==> src/design/button_debounce_autorepeat_top_macros.svh <==
// Assertion macros shared by the button debounce and autorepeat design.
`ifndef BUTTON_DEBOUNCE_AUTOREPEAT_TOP_MACROS_SVH
`define BUTTON_DEBOUNCE_AUTOREPEAT_TOP_MACROS_SVH

`ifndef ASSERT_OFF
// Checks a property on every rising clock edge outside reset.
`define BDA_ASSERT_PROP(label, clk, rst, prop, msg) \
  label: assert property (@(posedge clk) disable iff (rst) (prop)) else $error(msg);
// Checks that a condition never holds on a rising clock edge outside reset.
`define BDA_ASSERT_NEVER(label, clk, rst, expr, msg) \
  label: assert property (@(posedge clk) disable iff (rst) !(expr)) else $error(msg);
`else
`define BDA_ASSERT_PROP(label, clk, rst, prop, msg)
`define BDA_ASSERT_NEVER(label, clk, rst, expr, msg)
`endif

`endif

==> src/design/bda_pkg.sv <==
// Package with the types and constants of the button debounce and autorepeat block.
`timescale 1ns / 1ps

package bda_pkg;

  localparam int NUM_BUTTONS = 8;
  localparam int LEVELS_W    = 8;
  localparam int SCAN_LIMIT  = (NUM_BUTTONS < LEVELS_W) ? NUM_BUTTONS : LEVELS_W;
  localparam logic [LEVELS_W-1:0] SCAN_MASK = LEVELS_W'((1 << SCAN_LIMIT) - 1);

  localparam int INDEX_W = 3;
  localparam int TICKS_W = 16;
  localparam int CFG_IDX_W = 3;
  localparam int CFG_DATA_W = 16;
  localparam int OUT_DATA_W = 8;

  localparam logic [TICKS_W-1:0] DEBOUNCE_RESET = 16'd64;
  localparam logic [TICKS_W-1:0] DELAY_RESET    = 16'd750;
  localparam logic [TICKS_W-1:0] INTERVAL_RESET = 16'd256;

  // Register indexes of the configuration port.
  localparam logic [CFG_IDX_W-1:0] REG_ENABLE   = 3'd0;
  localparam logic [CFG_IDX_W-1:0] REG_DEBOUNCE = 3'd1;
  localparam logic [CFG_IDX_W-1:0] REG_DELAY    = 3'd2;
  localparam logic [CFG_IDX_W-1:0] REG_INTERVAL = 3'd3;
  localparam logic [CFG_IDX_W-1:0] REG_MASK     = 3'd4;

  typedef enum logic [1:0] {
    PH_IDLE     = 2'd0,
    PH_DEBOUNCE = 2'd1,
    PH_REPEAT   = 2'd2
  } phase_t;

  // A wait length of zero behaves as one tick.
  function automatic logic [TICKS_W-1:0] load_wait(input logic [TICKS_W-1:0] ticks);
    load_wait = (ticks == '0) ? TICKS_W'(1) : ticks;
  endfunction

endpackage

==> src/design/button_debounce_autorepeat_top.sv <==
// Top level of the button debounce and autorepeat block.
`timescale 1ns / 1ps
`include "button_debounce_autorepeat_top_macros.svh"

// Each input transfer is one time tick carrying the pressed levels of up to
// eight buttons, and each one yields exactly one result transfer. When the
// block is enabled and idle, the lowest-index pressed button is reported with
// fire set and a debounce wait starts. At the end of a wait the block goes
// idle if the button was released; a button marked in repeat_mask then waits
// repeat_delay_ticks and fires every repeat_interval_ticks while held, any
// other button just restarts the debounce wait. A wait of D ticks ends on the
// D-th tick after it was loaded, and a zero wait acts as one tick. Writing 0
// to enable forces the block idle at once. The block takes one tick per clock
// cycle and its result appears in the output register in the cycle after; the
// state update and the result both come out of one pass of shallow logic (a
// priority encoder and a 16-bit down-counter), and the single output register
// is the only thing that holds input off, namely while a result waits to be
// taken. Configuration writes are meant for times when no tick is in flight.
module button_debounce_autorepeat_top (
  input  logic                               clk,
  input  logic                               rst,
  // Configuration write port.
  input  logic                               cfg_we,
  input  logic [bda_pkg::CFG_IDX_W-1:0]      cfg_index,
  input  logic [bda_pkg::CFG_DATA_W-1:0]     cfg_wdata,
  // Tick stream in.
  input  logic                               s_tvalid,
  output logic                               s_tready,
  input  logic [bda_pkg::LEVELS_W-1:0]       s_tdata,   // [7:0] pressed_levels
  // Result stream out.
  output logic                               m_tvalid,
  input  logic                               m_tready,
  output logic [bda_pkg::OUT_DATA_W-1:0]     m_tdata    // [0] fire, [3:1] button_index,
                                                        // [7:4] zero
);
  import bda_pkg::*;

  // Configuration registers.
  logic                enable;
  logic [TICKS_W-1:0]  debounce_ticks;
  logic [TICKS_W-1:0]  repeat_delay_ticks;
  logic [TICKS_W-1:0]  repeat_interval_ticks;
  logic [LEVELS_W-1:0] repeat_mask;

  // Tracking state.
  phase_t              phase, phase_next;
  logic [TICKS_W-1:0]  wait_count, wait_count_next;
  logic [INDEX_W-1:0]  held_index, held_index_next;

  logic                s_xfer;
  logic                m_xfer;
  logic                disable_wr;
  logic [LEVELS_W-1:0] scan;
  logic                any_pressed;
  logic [INDEX_W-1:0]  first_index;
  logic                still_held;
  logic                fire_next;
  logic [INDEX_W-1:0]  index_next;

  // The output register frees up in the same cycle its result is taken.
  assign s_tready   = !m_tvalid || m_tready;
  assign s_xfer     = s_tvalid && s_tready;
  assign m_xfer     = m_tvalid && m_tready;
  assign disable_wr = cfg_we && (cfg_index == REG_ENABLE) && !cfg_wdata[0];

  // Only the buttons that exist take part in the priority scan.
  assign scan        = s_tdata & SCAN_MASK;
  assign any_pressed = |scan;
  assign still_held  = s_tdata[held_index];

  // Priority encoder: bit 0 wins, so scan from the top down.
  always_comb begin
    first_index = '0;
    for (int i = LEVELS_W - 1; i >= 0; i--) begin
      if (scan[i]) begin
        first_index = INDEX_W'(i);
      end
    end
  end

  // Configuration registers.
  always_ff @(posedge clk) begin
    if (rst) begin
      enable                <= 1'b0;
      debounce_ticks        <= DEBOUNCE_RESET;
      repeat_delay_ticks    <= DELAY_RESET;
      repeat_interval_ticks <= INTERVAL_RESET;
      repeat_mask           <= '0;
    end else if (cfg_we) begin
      unique case (cfg_index)
        REG_ENABLE:   enable                <= cfg_wdata[0];
        REG_DEBOUNCE: debounce_ticks        <= cfg_wdata;
        REG_DELAY:    repeat_delay_ticks    <= cfg_wdata;
        REG_INTERVAL: repeat_interval_ticks <= cfg_wdata;
        REG_MASK:     repeat_mask           <= cfg_wdata[LEVELS_W-1:0];
        default: begin
          // Writes beyond the register list are dropped.
        end
      endcase
    end
  end

  // Next state and result for the tick that is being transferred in.
  always_comb begin
    phase_next      = phase;
    wait_count_next = wait_count;
    held_index_next = held_index;
    fire_next       = 1'b0;
    index_next      = '0;

    if (s_xfer) begin
      if (!enable) begin
        phase_next      = PH_IDLE;
        wait_count_next = '0;
      end else begin
        unique case (phase)
          PH_IDLE: begin
            if (any_pressed) begin
              held_index_next = first_index;
              fire_next       = 1'b1;
              index_next      = first_index;
              phase_next      = PH_DEBOUNCE;
              wait_count_next = load_wait(debounce_ticks);
            end
          end
          PH_DEBOUNCE, PH_REPEAT: begin
            if (wait_count > TICKS_W'(1)) begin
              wait_count_next = wait_count - TICKS_W'(1);
            end else if (!still_held) begin
              // Released: idle from the next tick, no new press on this one.
              phase_next      = PH_IDLE;
              wait_count_next = '0;
            end else if (phase == PH_DEBOUNCE) begin
              if (repeat_mask[held_index]) begin
                phase_next      = PH_REPEAT;
                wait_count_next = load_wait(repeat_delay_ticks);
              end else begin
                wait_count_next = load_wait(debounce_ticks);
              end
            end else begin
              fire_next       = 1'b1;
              index_next      = held_index;
              wait_count_next = load_wait(repeat_interval_ticks);
            end
          end
          default: begin
            phase_next      = PH_IDLE;
            wait_count_next = '0;
          end
        endcase
      end
    end

    // Clearing enable drops the block to idle right away.
    if (disable_wr) begin
      phase_next      = PH_IDLE;
      wait_count_next = '0;
    end
  end

  always_ff @(posedge clk) begin
    if (rst) begin
      phase      <= PH_IDLE;
      wait_count <= '0;
      held_index <= '0;
    end else begin
      phase      <= phase_next;
      wait_count <= wait_count_next;
      held_index <= held_index_next;
    end
  end

  // Result register.
  always_ff @(posedge clk) begin
    if (rst) begin
      m_tvalid <= 1'b0;
    end else if (s_xfer) begin
      m_tvalid <= 1'b1;
    end else if (m_xfer) begin
      m_tvalid <= 1'b0;
    end
  end

  always_ff @(posedge clk) begin
    if (s_xfer) begin
      m_tdata <= {{(OUT_DATA_W - INDEX_W - 1){1'b0}}, index_next, fire_next};
    end
  end

  // A wait is running exactly when the block is not idle.
  `BDA_ASSERT_PROP(a_wait_matches_phase, clk, rst,
    (phase == PH_IDLE) == (wait_count == '0), "wait count disagrees with phase")
  // While disabled the block is always idle.
  `BDA_ASSERT_NEVER(a_idle_when_disabled, clk, rst,
    !enable && (phase != PH_IDLE), "block left idle while disabled")
  // A press seen while enabled and idle is reported on the next result.
  `BDA_ASSERT_PROP(a_press_fires, clk, rst,
    (s_xfer && enable && (phase == PH_IDLE) && any_pressed) |=> (m_tvalid && m_tdata[0]),
    "press taken while idle was not reported")
  // The reported index is zero whenever fire is clear.
  `BDA_ASSERT_PROP(a_quiet_index_zero, clk, rst,
    (m_tvalid && !m_tdata[0]) |-> (m_tdata[3:1] == '0), "index set without fire")

endmodule
==> config.mk <==
export PLATFORM = sky130hd
export DESIGN_NAME = button_debounce_autorepeat_top
export DESIGN_NICKNAME = d
export VERILOG_FILES = /design/src/design/bda_pkg.sv /design/src/design/button_debounce_autorepeat_top.sv
export VERILOG_INCLUDE_DIRS = /design/src /design/src/design
export SDC_FILE = /design/constraint.sdc
export NUM_CORES = 1
export LEC_CHECK = 0
export BUFFER_PORTS_ARGS = -buffer_cell sky130_fd_sc_hd__buf_2
export CAP_MARGIN = 20
export CORE_MARGIN = 3
export CORE_UTILIZATION = 59
export CTS_CLUSTER_DIAMETER = 40
export DETAILED_ROUTE_END_ITERATION = 10
export MAX_ROUTING_LAYER = met4
export PLACE_DENSITY = 0.88
export SYNTH_ARGS = -nofsm -noshare
export SYNTH_HDL_FRONTEND = slang
export SYNTH_SLANG_ARGS = --single-unit
==> constraint.sdc <==
create_clock -name clk -period 2.5 [get_ports clk]
set_input_delay 0.125 -clock clk [delete_from_list [all_inputs] [get_ports clk]]
set_output_delay 0.125 -clock clk [all_outputs]
set_load 0.02 [all_outputs]
==> results.txt, run 1 <==
----------------------------------------------------
[Routing]
  Routed vias/inst ... 6.40
  Via Count ... 4489
  Post-detailed-routing wire length ... 12600 microns
  Iteration-0 DRC count of the detailed router ... 528
  Final ANT Viol Nets ... 0
  Pre-antenna DRT Iters ... 6
  Post-detailed-route DRC marker count ... 0
  Routed wire length per instance ... 17.9 microns

[CTS]
  Number of buffers on the longest clock path ... 2
  Insertion delay of the later-clocked pin in the worst-skew pair ... 0.36 ns
  CTS tree ... built
  Post-CTS Hold Fix Bufs ... 0
  H-tree depth ... 3
  Number of buffers created by CTS ... 9
  Post-CTS Repair Setup Buffers ... 0
  Clock tree sinks ... 83
  CTS Root Buffer Type ... clkbuf_8
  Worst-path clk slew ... 0.10 ns

[Global routing]
  Global route total overflow ... 0
  Via count of the first global-routing pass ... 4074
  Total global routing track utilization ... between 30 and 40%
  GRT Max-Usage Layer ... met2
  Global Route met1 Usage ... 40.5%
  Largest net degree at the start of global routing ... roughly 60
  Met2 GRT Util ... 48.2%
  First-pass GRT wire length ... 20500 microns
  Number of antenna violations at the first check in global routing ... 0
  Met3 global-route usage ... under 10%

[Floorplanning]
  Vertical die dimension ... 92.4 microns
  Starting density of the core ... 62.8%
  Core Region ... 7020 sq um
  Number of primary I/O pins ... 42
  Overall die width ... between 90 and 100 microns
  # rows ... 30
  Die footprint ... approximately 8500 sq um

[Timing]
  Worst-margin pin slew ... 0.743 ns
  Final Skew ... 0.0116 ns
  Tightest slew margin relative to the limit ... 50.3%
  Fin crit period ... 2.36 ns
  Count of pins over their slew limit ... 0
  Fraction of the cycle the final worst path needs ... between 90% and 100%
  Setup repair after global routing missed its margin ... no
  Final Hold Vio Count ... 0
  Top achievable clock speed ... 0.424 GHz
  Finish-stage setup viols ... 0
  Final setup TNS ... 0 ns

[Placement]
  Cell area after placement ... 4730 sq um
  Final weighted congestion in routability-driven placement ... 1.05
  Number of buffers inserted by port buffering ... 37
  Detail Placement HPWL ... 9090 microns

[Synthesis]
  Portion of synthesized cell area occupied by the leading cell type ... between 30% and 40%
  Leading post-synthesis cells by cell area ... dfxtp_1, nand2_1, a21oi_1
  Cell type with the largest total area after synthesis ... dfxtp_1
  Post-synth EDFFs ... 4
  Mean cell area of the mapped netlist ... 7.79 sq um
  Post-synthesis sequential element count ... between 80 and 90
  Synth Warn # ... 0
  Unique cell type count in the Yosys netlist ... 61
  Sequential cell area fraction in the yosys report ... 38.6%
  Prevailing post-synth register cell ... dfxtp_1
  Share of async-settable or async-resettable flops after synthesis ... 0%
  Cells after Synth ... between 500 and 600
  Area of the mapped netlist ... 4410 sq um

[Finish]
  Relative area change from synthesis to final layout ... 12.8%
  Number of diodes added for antenna fixing ... 0
  Share of cells above drive strength 1 ... 15.5%
  Net total in the final layout ... 639
  Final design instance area without fill ... 4970 sq um

[Power and ir drop]
  Total leakage power ... ~1.9 nW
  Max IR drop VDD ... 416 uV
  Pwr/cell area ... 555 nW/um^2

[Critical path]
  Type of element capturing the critical path ... register
  Type of the setup path with the least slack ... register to register
  Data required time at the worst endpoint ... between 2 and 3 ns
  Critical-path maximum fanout ... 6
  WP data arrival ... 2.61 ns
  Launching element type of the critical path ... register

[Job]
  Max-cap violations ... 0

[Run status]
  Result of the run ... finished clean

[Hold path]
  Tightest Hold Check Type ... input port to register

----------------------------------------------------
## flip-flops by register name (all words and copies together), names as in the netlist
| name | cells |
|---|---|
| debounce_ticks | 16 |
| repeat_delay_ticks | 16 |
| repeat_interval_ticks | 16 |
| wait_count | 16 |
| repeat_mask | 8 |
| m_tdata | 4 |
| held_index | 3 |
| phase | 2 |
| enable | 1 |
| m_tvalid | 1 |
## Yosys cell counts, types with 5 or more instances
cell        n
nand2_1   144
dfxtp_1    79
a21oi_1    64
clkbuf_1   30
nor2_1     26
o21ai_0    20
nor3_1     16
mux2i_1    15
nand3_1    14
nor4_1     14
inv_1      13
nand3b_1   10
a22oi_1     9
o211ai_1    9
ha_1        7
a31oi_1     5
buf_2       5
mux4_2      5
xor2_1      5
## through the flow
| stage | power (mW) | setup slack [ns] | cells | utilization, % | hold WS, ns |
|---|---|---|---|---|---|
| floorplan | 1.56 | 0.259 | 569 | - | 0.243 |
| global placement | 1.64 | 0.195 | 685 | 67.4 | 0.376 |
| detailed placement | 1.65 | 0.0201 | 685 | 67.4 | 0.387 |
| CTS | 2.75 | 0.0840 | 701 | 70.7 | 0.00561 |
| global route | 2.84 | 0.0193 | 701 | 70.8 | 0.00493 |
| finish | 2.76 | 0.142 | 701 | 70.8 | 0.0145 |
## what timing repair did
action / 4_1_cts / 5_1_grt
pin swaps: 0 / 0
resized for setup: 1 / 2
hold endpoints to repair: 0 / 0
setup endpoints to repair: 2 / 7
## cell usage in the layout (no fill, tap or decap), types with 4 or more instances in the layout
cell / count
edfxtp_1: 4
nor3_1: 16
buf_4: 21
ha_1: 7
or4_1: 4
xor2_1: 5
dfxtp_1: 79
nor2_1: 26
a21oi_1: 64
nand3_1: 14
buf_2: 37
o221ai_1: 4
and3_1: 4
nand2_1: 144
o21ai_0: 20
mux2i_1: 15
conb_1: 4
o211ai_1: 9
clkbuf_8: 10
a22oi_1: 9
mux4_2: 5
nand3b_1: 10
a31oi_1: 5
nor4_1: 13
inv_1: 13
## cell families after synthesis
logic type | Yosys count | share of synthesized area [%]
AO/OA/AOI/OAI | 139 | 19.6
XOR/XNOR | 7 | 1.39
adder cells (fa/ha/maj) | 7 | 1.99
buffers and inverters | 52 | 4.91
flip-flops | 83 | 38.6
multiplexers | 22 | 6.73
other | 1 | 0.0851
AND/OR/NAND/NOR | 255 | 26.7
## worst paths after layout
| kind | cells after the start | start | to | slack [ns] |
|---|---|---|---|---|
| worst min register to register | 2 | repeat_mask[1] | repeat_mask[1] | 0.46 |
| worst max register to register | 6 | wait_count[13] | wait_count[4] | 0.14 |
| worst max-delay path | 6 | wait_count[13] | wait_count[4] | 0.14 |
| worst min-delay path | 3 | cfg_wdata[14] | debounce_ticks[14] | 0.01 |
## report_power, final
| part | switching, mW | internal [mW] |
|---|---|---|
| Combinational | 0.153 | 0.0907 |
| Sequential | 0.0270 | 1.36 |
| Clock | 0.530 | 0.599 |
## area by class of cell
cell class	instances	area [sq um]
Inverter	13	48.8
Tap cell	96	120
Clock buffer	10	138
Sequential cell	83	1700
Timing Repair Buffer	59	363
Multi-Input combinational cell	434	2510
Clock inverter	6	93.8
Fill cell	555	2050
## per-layer routing
| layer | routed length (microns) | vias to the layer above |
|---|---|---|
| met5 | 0 | - |
| met4 | 270 | 0 |
| met3 | 1320 | 39 |
| met2 | 5890 | 301 |
| met1 | 5090 | 2076 |
| li1 | - | 2073 |
## critical path: stages (launching register included)
cell	delay [ns]
dfxtp_1	0.36
or4_4	0.53
or3_4	0.43
nor2_2	0.28
buf_4	0.20
o2111ai_1	0.15
a32o_1	0.29
(Power assumes the default switching activity.)
==> run 2, diff against run 1 <==
--- a/config.mk
+++ b/config.mk
@@ -12,6 +12,7 @@
 export CORE_UTILIZATION = 59
 export CTS_CLUSTER_DIAMETER = 40
 export DETAILED_ROUTE_END_ITERATION = 10
+export HOLD_SLACK_MARGIN = 0.12
 export MAX_ROUTING_LAYER = met4
 export PLACE_DENSITY = 0.88
 export SYNTH_ARGS = -nofsm -noshare
==> results.txt, run 2 (synthesized netlist as in run 1, its figures left out) <==
----------------------------------------------------
[Run status]
  Result of the run ... finished clean

[Placement]
  Post-place setup slack ... 0.0201 ns (unchanged)
  Number of buffers inserted by port buffering ... 37 (unchanged)
  Cell area after placement ... 4730 sq um (unchanged)
  Detail Placement HPWL ... 9090 microns (unchanged)
  Final weighted congestion in routability-driven placement ... 1.05 (unchanged)

[Finish]
  Number of diodes added for antenna fixing ... 0 (unchanged)
  Final design instance area without fill ... 5150 sq um (+3.7%)
  Most common library cell in the layout ignoring fill and taps ... nand2_1
  Final Util ... 73.4% (+2.6 points)
  Leading cell types in the layout, fill and taps excluded ... nand2_1, dfxtp_1, a21oi_1, buf_2, nor2_1
  Share of cells above drive strength 1 ... 15.2% (-0.29 points)
  Count of fill cells added during filler insertion ... 516 (-7.0%)
  Relative area change from synthesis to final layout ... 17.0%
  Net total in the final layout ... 657 (+2.8%)

[Critical path]
  Length in cells of the worst reg-to-reg path ... 6 (unchanged)
  Data required time at the worst endpoint ... 2.76 ns (about the same)
  Number of buffer and inverter stages on the critical path ... 1 (unchanged)
  Type of element capturing the critical path ... register
  Type of the setup path with the least slack ... register to register
  Crit path capture ... wait_count[4]
  Cell count along the critical path ... 6 (unchanged)
  Critical R2R Capture ... wait_count[4]
  Crit. Startpoint ... wait_count[13]
  Critical Path, Cell by Cell ... or4_4 -> or3_4 -> nor2_2 -> buf_4 -> o2111ai_1 -> a32o_1
  Critical-path maximum fanout ... 6 (unchanged)
  Launching element type of the critical path ... register
  Reg2reg start ... wait_count[13]
  Critical Path Slowest Stage Cell ... or4_4
  Register-to-register setup slack ... 0.14 ns (about the same)
  Max incr delay on CP ... 0.53 ns (about the same)
  WP data arrival ... 2.62 ns (about the same)
  Family with the most delay on the worst path ... simple AND/OR/NAND/NOR gates

[Timing]
  Fraction of the cycle the final worst path needs ... 94.5% (+0.15 points)
  Top achievable clock speed ... 0.423 GHz (-0.16%)
  Final Hold Vio Count ... 0 (unchanged)
  Tightest slew margin relative to the limit ... 51.4% (+1.1 points)
  Final Skew ... 0.0114 ns (-0.000193 ns)
  Worst setup margin ... 0.138 ns (-0.00385 ns)
  Finish-stage setup viols ... 0 (unchanged)
  Worst-margin pin slew ... 0.727 ns (-0.0153 ns)
  Final setup TNS ... 0 ns (unchanged)
  Setup repair after global routing missed its margin ... no
  Count of pins over their slew limit ... 0 (unchanged)
  Fin crit period ... 2.36 ns (+0.00385 ns)

[Global routing]
  First-pass GRT wire length ... 21500 microns (+4.5%)
  Largest net degree at the start of global routing ... 61 (unchanged)
  Number of antenna violations at the first check in global routing ... 0 (unchanged)
  Global route total overflow ... 0 (unchanged)
  Total global routing track utilization ... 32.5% (+1.5 points)
  Via count of the first global-routing pass ... 4284 (+5.2%)

[Power and ir drop]
  Internal Power ... 2.07 mW (+0.89%)
  Pwr/cell area ... 538 nW/um^2 (-3.0%)
  Portion of total power attributed to sequential cells ... 49.9% (-0.3 points)
  Combinational share of power ... 9.8% (+0.9 points)
  Total leakage power ... 1.97 nW (+4.0%)
  Clock network power share ... 40.3% (-0.6 points)
  Switching power of the nets ... 708 uW (-0.24%)
  Max IR drop VDD ... 415 uV (-0.24%)
  Fraction of power spent switching nets ... 25.5% (-0.22 points)

[CTS]
  CTS tree ... built
  Number of buffers created by CTS ... 9 (unchanged)
  CTS Root Buffer Type ... clkbuf_8
  Number of buffers on the longest clock path ... 2 (unchanged)
  Clock tree sinks ... 83 (unchanged)
  H-tree depth ... 3 (unchanged)
  Insertion delay of the later-clocked pin in the worst-skew pair ... 0.36 ns (about the same)
  Worst-path clk slew ... 0.09 ns (about the same)

[Routing]
  Post-detailed-route DRC marker count ... 0 (unchanged)
  Routed vias/inst ... 6.43 (+0.43%)
  Via Count ... 4624 (+3.0%)
  Routed wire length per instance ... 18.4 microns (+2.5%)
  Pre-antenna DRT Iters ... 6 (unchanged)
  Post-detailed-routing wire length ... 13200 microns (+5.2%)
  Iteration-0 DRC count of the detailed router ... 567 (+7.4%)
  Final ANT Viol Nets ... 0 (unchanged)

[Floorplanning]
  Core Region ... 7020 sq um (unchanged)
  Vertical die dimension ... 92.4 microns (unchanged)
  # rows ... 30 (unchanged)
  Overall die width ... 92.4 microns (unchanged)
  Die footprint ... 8540 sq um (unchanged)
  Starting density of the core ... 62.8% (unchanged)
  Number of primary I/O pins ... 42 (unchanged)

[Hold path]
  Tightest Hold Check Type ... input port to register

[Job]
  Max-cap violations ... 0 (unchanged)

----------------------------------------------------
## run 2: metal layers
layer	global-route usage (%)	vias up	share of wire, %
li1	-	2106	-
met1	41.3	2151	39
met2	51.9	326	48
met3	6.34	41	11
met4	11.5	0	2.5
met5	-	-	0
## run 2: worst min path at each step
| stage | endpoint | depth (start not counted) | slack [ns] | from |
|---|---|---|---|---|
| after floorplan | repeat_delay_ticks[5] | 1 | 0.24 | cfg_wdata[5] |
| after global placement | repeat_delay_ticks[9] | 3 | 0.38 | cfg_wdata[9] |
| after detailed placement | repeat_delay_ticks[9] | 3 | 0.39 | cfg_wdata[9] |
| after CTS | enable | 4 | 0.12 | cfg_index[2] |
| after global routing | enable | 4 | 0.16 | cfg_index[2] |
| final | enable | 4 | 0.14 | cfg_index[2] |
## run 2: stage by stage
stage | total power, mW | instances | hold WS [ns]
4_1_cts | 2.77 | 719 | 0.125
2_1_floorplan | 1.56 | 569 | 0.243
6_report | 2.77 | 719 | 0.140
3_5_place_dp | 1.65 | 685 | 0.387
3_3_place_gp | 1.64 | 685 | 0.376
5_1_grt | 2.87 | 719 | 0.163
## run 2: tightest hold or removal path, delay by kind of cell
family | cells | cell delay [ns]
AND/OR/NAND/NOR | 3 | 0.22
buffers and inverters | 1 | 0.11
## run 2: power groups by stage
stage / sequential (mW) / combinational, mW / clock [mW]
after floorplan: 1.41 / 0.149 / 0
after global placement: 1.41 / 0.232 / 0
after detailed placement: 1.41 / 0.238 / 0
after CTS: 1.38 / 0.261 / 1.13
after global routing: 1.39 / 0.293 / 1.19
final: 1.39 / 0.271 / 1.12
## run 2: repair_timing
item                                    in CTS  in global routing
setup buffers                                0                  0
gates cloned                                 0                  0
hold buffers                                18                  0
endpoints found under the setup margin       2                  8
hold endpoints to repair                    58                  0
gates resized for setup                      1                  3
## run 2: area by class of cell
type	count	area [sq um]	area share (%)
Clock buffer	10	138	2.67
Clock inverter	6	93.8	1.82
Sequential cell	83	1700	33.0
Timing Repair Buffer	77	543	10.5
Tap cell	96	120	2.33
Inverter	13	48.8	0.947
Multi-Input combinational cell	434	2510	48.7
==> run 3, diff against run 2 <==
--- a/config.mk
+++ b/config.mk
@@ -8,7 +8,6 @@
 export LEC_CHECK = 0
 export BUFFER_PORTS_ARGS = -buffer_cell sky130_fd_sc_hd__buf_2
 export CAP_MARGIN = 20
-export CORE_MARGIN = 3
 export CORE_UTILIZATION = 59
 export CTS_CLUSTER_DIAMETER = 40
 export DETAILED_ROUTE_END_ITERATION = 10
==> constraint.sdc (replaced) <==
create_clock -name clk -period 2.5 [get_ports clk]
set_input_delay 0.125 -clock clk [delete_from_list [all_inputs] [get_ports clk]]
set_output_delay 0.125 -clock clk [all_outputs]
set_load 0.01 [all_outputs]
==> results.txt, run 3 (synthesized netlist as in run 1, its figures left out) <==
----------------------------------------------------
[Run status]
  Result of the run ... finished clean

[Power and ir drop]
  Pwr/cell area ... 521 nW/um^2 (-3.2%)
  Total leakage power ... 1.97 nW (-0.25%)
  Overall power ... 2.69 mW (-3.2%)
  Max IR drop VDD ... 578 uV (+39%)

[CTS]
  CTS Root Buffer Type ... clkbuf_8
  Clock tree sinks ... 83 (unchanged)
  Number of buffers created by CTS ... 9 (unchanged)
  Post-CTS Repair Setup Buffers ... 0 (unchanged)
  H-tree depth ... 3 (unchanged)
  Number of buffers on the longest clock path ... 2 (unchanged)
  CTS tree ... built
  Worst-path clk slew ... 0.09 ns (about the same)
  Insertion delay of the later-clocked pin in the worst-skew pair ... 0.37 ns (about the same)

[Timing]
  Final Hold Vio Count ... 0 (unchanged)
  Count of pins over their slew limit ... 0 (unchanged)
  Top achievable clock speed ... 0.435 GHz (+2.8%)
  Final Skew ... 0.00628 ns (-0.00516 ns)
  Setup repair after global routing missed its margin ... no
  Tightest slew margin relative to the limit ... 45.8% (-5.6 points)
  Minimum hold slack ... 0.158 ns (+0.0182 ns)
  Worst setup margin ... 0.203 ns (+0.0647 ns)
  Fraction of the cycle the final worst path needs ... 91.9% (-2.6 points)
  Fin crit period ... 2.30 ns (-0.0647 ns)
  Finish-stage setup viols ... 0 (unchanged)
  Final setup TNS ... 0 ns (unchanged)
  Worst-margin pin slew ... 0.811 ns (+0.0832 ns)

[Routing]
  Post-detailed-route DRC marker count ... 0 (unchanged)
  Iteration-0 DRC count of the detailed router ... 607 (+7.1%)
  Post-detailed-routing wire length ... 13400 microns (+1.2%)
  Pre-antenna DRT Iters ... 8 (+2)
  Via Count ... 4615 (-0.19%)
  Routed vias/inst ... 6.37 (-0.88%)
  Routed wire length per instance ... 18.5 microns (+0.49%)
  Final ANT Viol Nets ... 0 (unchanged)

[Critical path]
  Max incr delay on CP ... 0.58 ns (+0.05 ns)
  Type of element capturing the critical path ... register
  Critical Path, Cell by Cell ... or4_4 -> or3_4 -> nor2_2 -> nor2_1 -> a22oi_1 -> o221ai_1
  Register-to-register setup slack ... 0.20 ns (+0.06 ns)
  Launching element type of the critical path ... register
  Critical Path Slowest Stage Cell ... or4_4
  WP data arrival ... 2.53 ns (-0.09 ns)
  Data required time at the worst endpoint ... 2.73 ns (-0.03 ns)
  Type of the setup path with the least slack ... register to register
  Critical-path maximum fanout ... 9 (+3)

[Finish]
  Final Util ... 71.1% (-2.3 points)
  Area used by sequential logic in the layout ... 1700 sq um (about the same)
  Most common library cell in the layout ignoring fill and taps ... nand2_1
  Net total in the final layout ... 659 (+0.30%)
  Area of the multi-input gates ... 2510 sq um (about the same)
  Leading cell types in the layout, fill and taps excluded ... nand2_1, dfxtp_1, a21oi_1, buf_2, nor2_1
  Share of cells above drive strength 1 ... 15.5% (+0.27 points)
  Count of fill cells added during filler insertion ... 565 (+9.5%)
  Relative area change from synthesis to final layout ... 17.0% (about the same)
  Final design instance area without fill ... 5160 sq um (about the same)
  Number of diodes added for antenna fixing ... 0 (unchanged)
  Post-Layout Cell Count ... 724 (+0.70%)

[Placement]
  Cell total after placement ... 689 (+0.58%)
  Detail Placement HPWL ... 8870 microns (-2.5%)
  Number of buffers inserted by port buffering ... 37 (unchanged)
  Cell area after placement ... 4740 sq um (+0.24%)
  Post-place setup slack ... 0.0776 ns (+0.0575 ns)
  Final weighted congestion in routability-driven placement ... 0.969 (-7.8%)

[Floorplanning]
  # rows ... 31 (+3.3%)
  Number of primary I/O pins ... 42 (unchanged)
  Core Region ... 7250 sq um (+3.3%)
  Starting density of the core ... 60.8% (-2.0 points)
  Vertical die dimension ... 88.4 microns (-4.3%)
  Die footprint ... 7820 sq um (-8.5%)
  Overall die width ... 88.4 microns (-4.3%)

[Global routing]
  First-pass GRT wire length ... 21100 microns (-1.5%)
  Largest net degree at the start of global routing ... 61 (unchanged)
  Global route total overflow ... 0 (unchanged)
  Number of antenna violations at the first check in global routing ... 0 (unchanged)
  Via count of the first global-routing pass ... 4178 (-2.5%)
  Total global routing track utilization ... 37.0% (+4.5 points)

[Job]
  Max-cap violations ... 0 (unchanged)

[Hold path]
  Tightest Hold Check Type ... input port to register

----------------------------------------------------
==> run 3: power by group <==
part / internal [mW] / total [mW] / switching, mW / leakage [nW]
clock: 0.480 / 1.03 / 0.553 / 0.0999
combinational: 0.110 / 0.268 / 0.158 / 1.19
sequential: 1.36 / 1.39 / 0.0267 / 0.680
==> run 3: what timing repair did <==
item,in CTS,in global routing
hold buffers,19,0
setup endpoints to repair,0,15
endpoints found under the hold margin,59,0
resized for setup,0,4
==> run 3: final timing paths <==
check	startpoint	endpoint	cells after the start
worst max-delay path	wait_count[11]	wait_count[3]	6
worst min register to register	debounce_ticks[0]	debounce_ticks[0]	2
worst min-delay path	cfg_index[1]	enable	4
worst max register to register	wait_count[11]	wait_count[3]	6
==> run 3: layout make-up <==
cell class / instances / area share [%]
Inverter: 13 / 0.946
Timing Repair Buffer: 79 / 10.9
Sequential cell: 83 / 33.0
Tap cell: 99 / 2.40
Clock inverter: 7 / 1.65
Clock buffer: 9 / 2.40
Multi-Input combinational cell: 434 / 48.7
==> run 3: critical path: cells and delay by family, from the launching register on <==
kind	cells	cell delay [ns]
compound gates	2	0.36
flops	1	0.37
simple gates	4	1.43
==> run 3: layer usage <==
layer	global-route usage (%)	wire [microns]
met3	7.74	1430
met5	-	0
met2	54.5	6070
met4	18.3	416
met1	48.3	5450
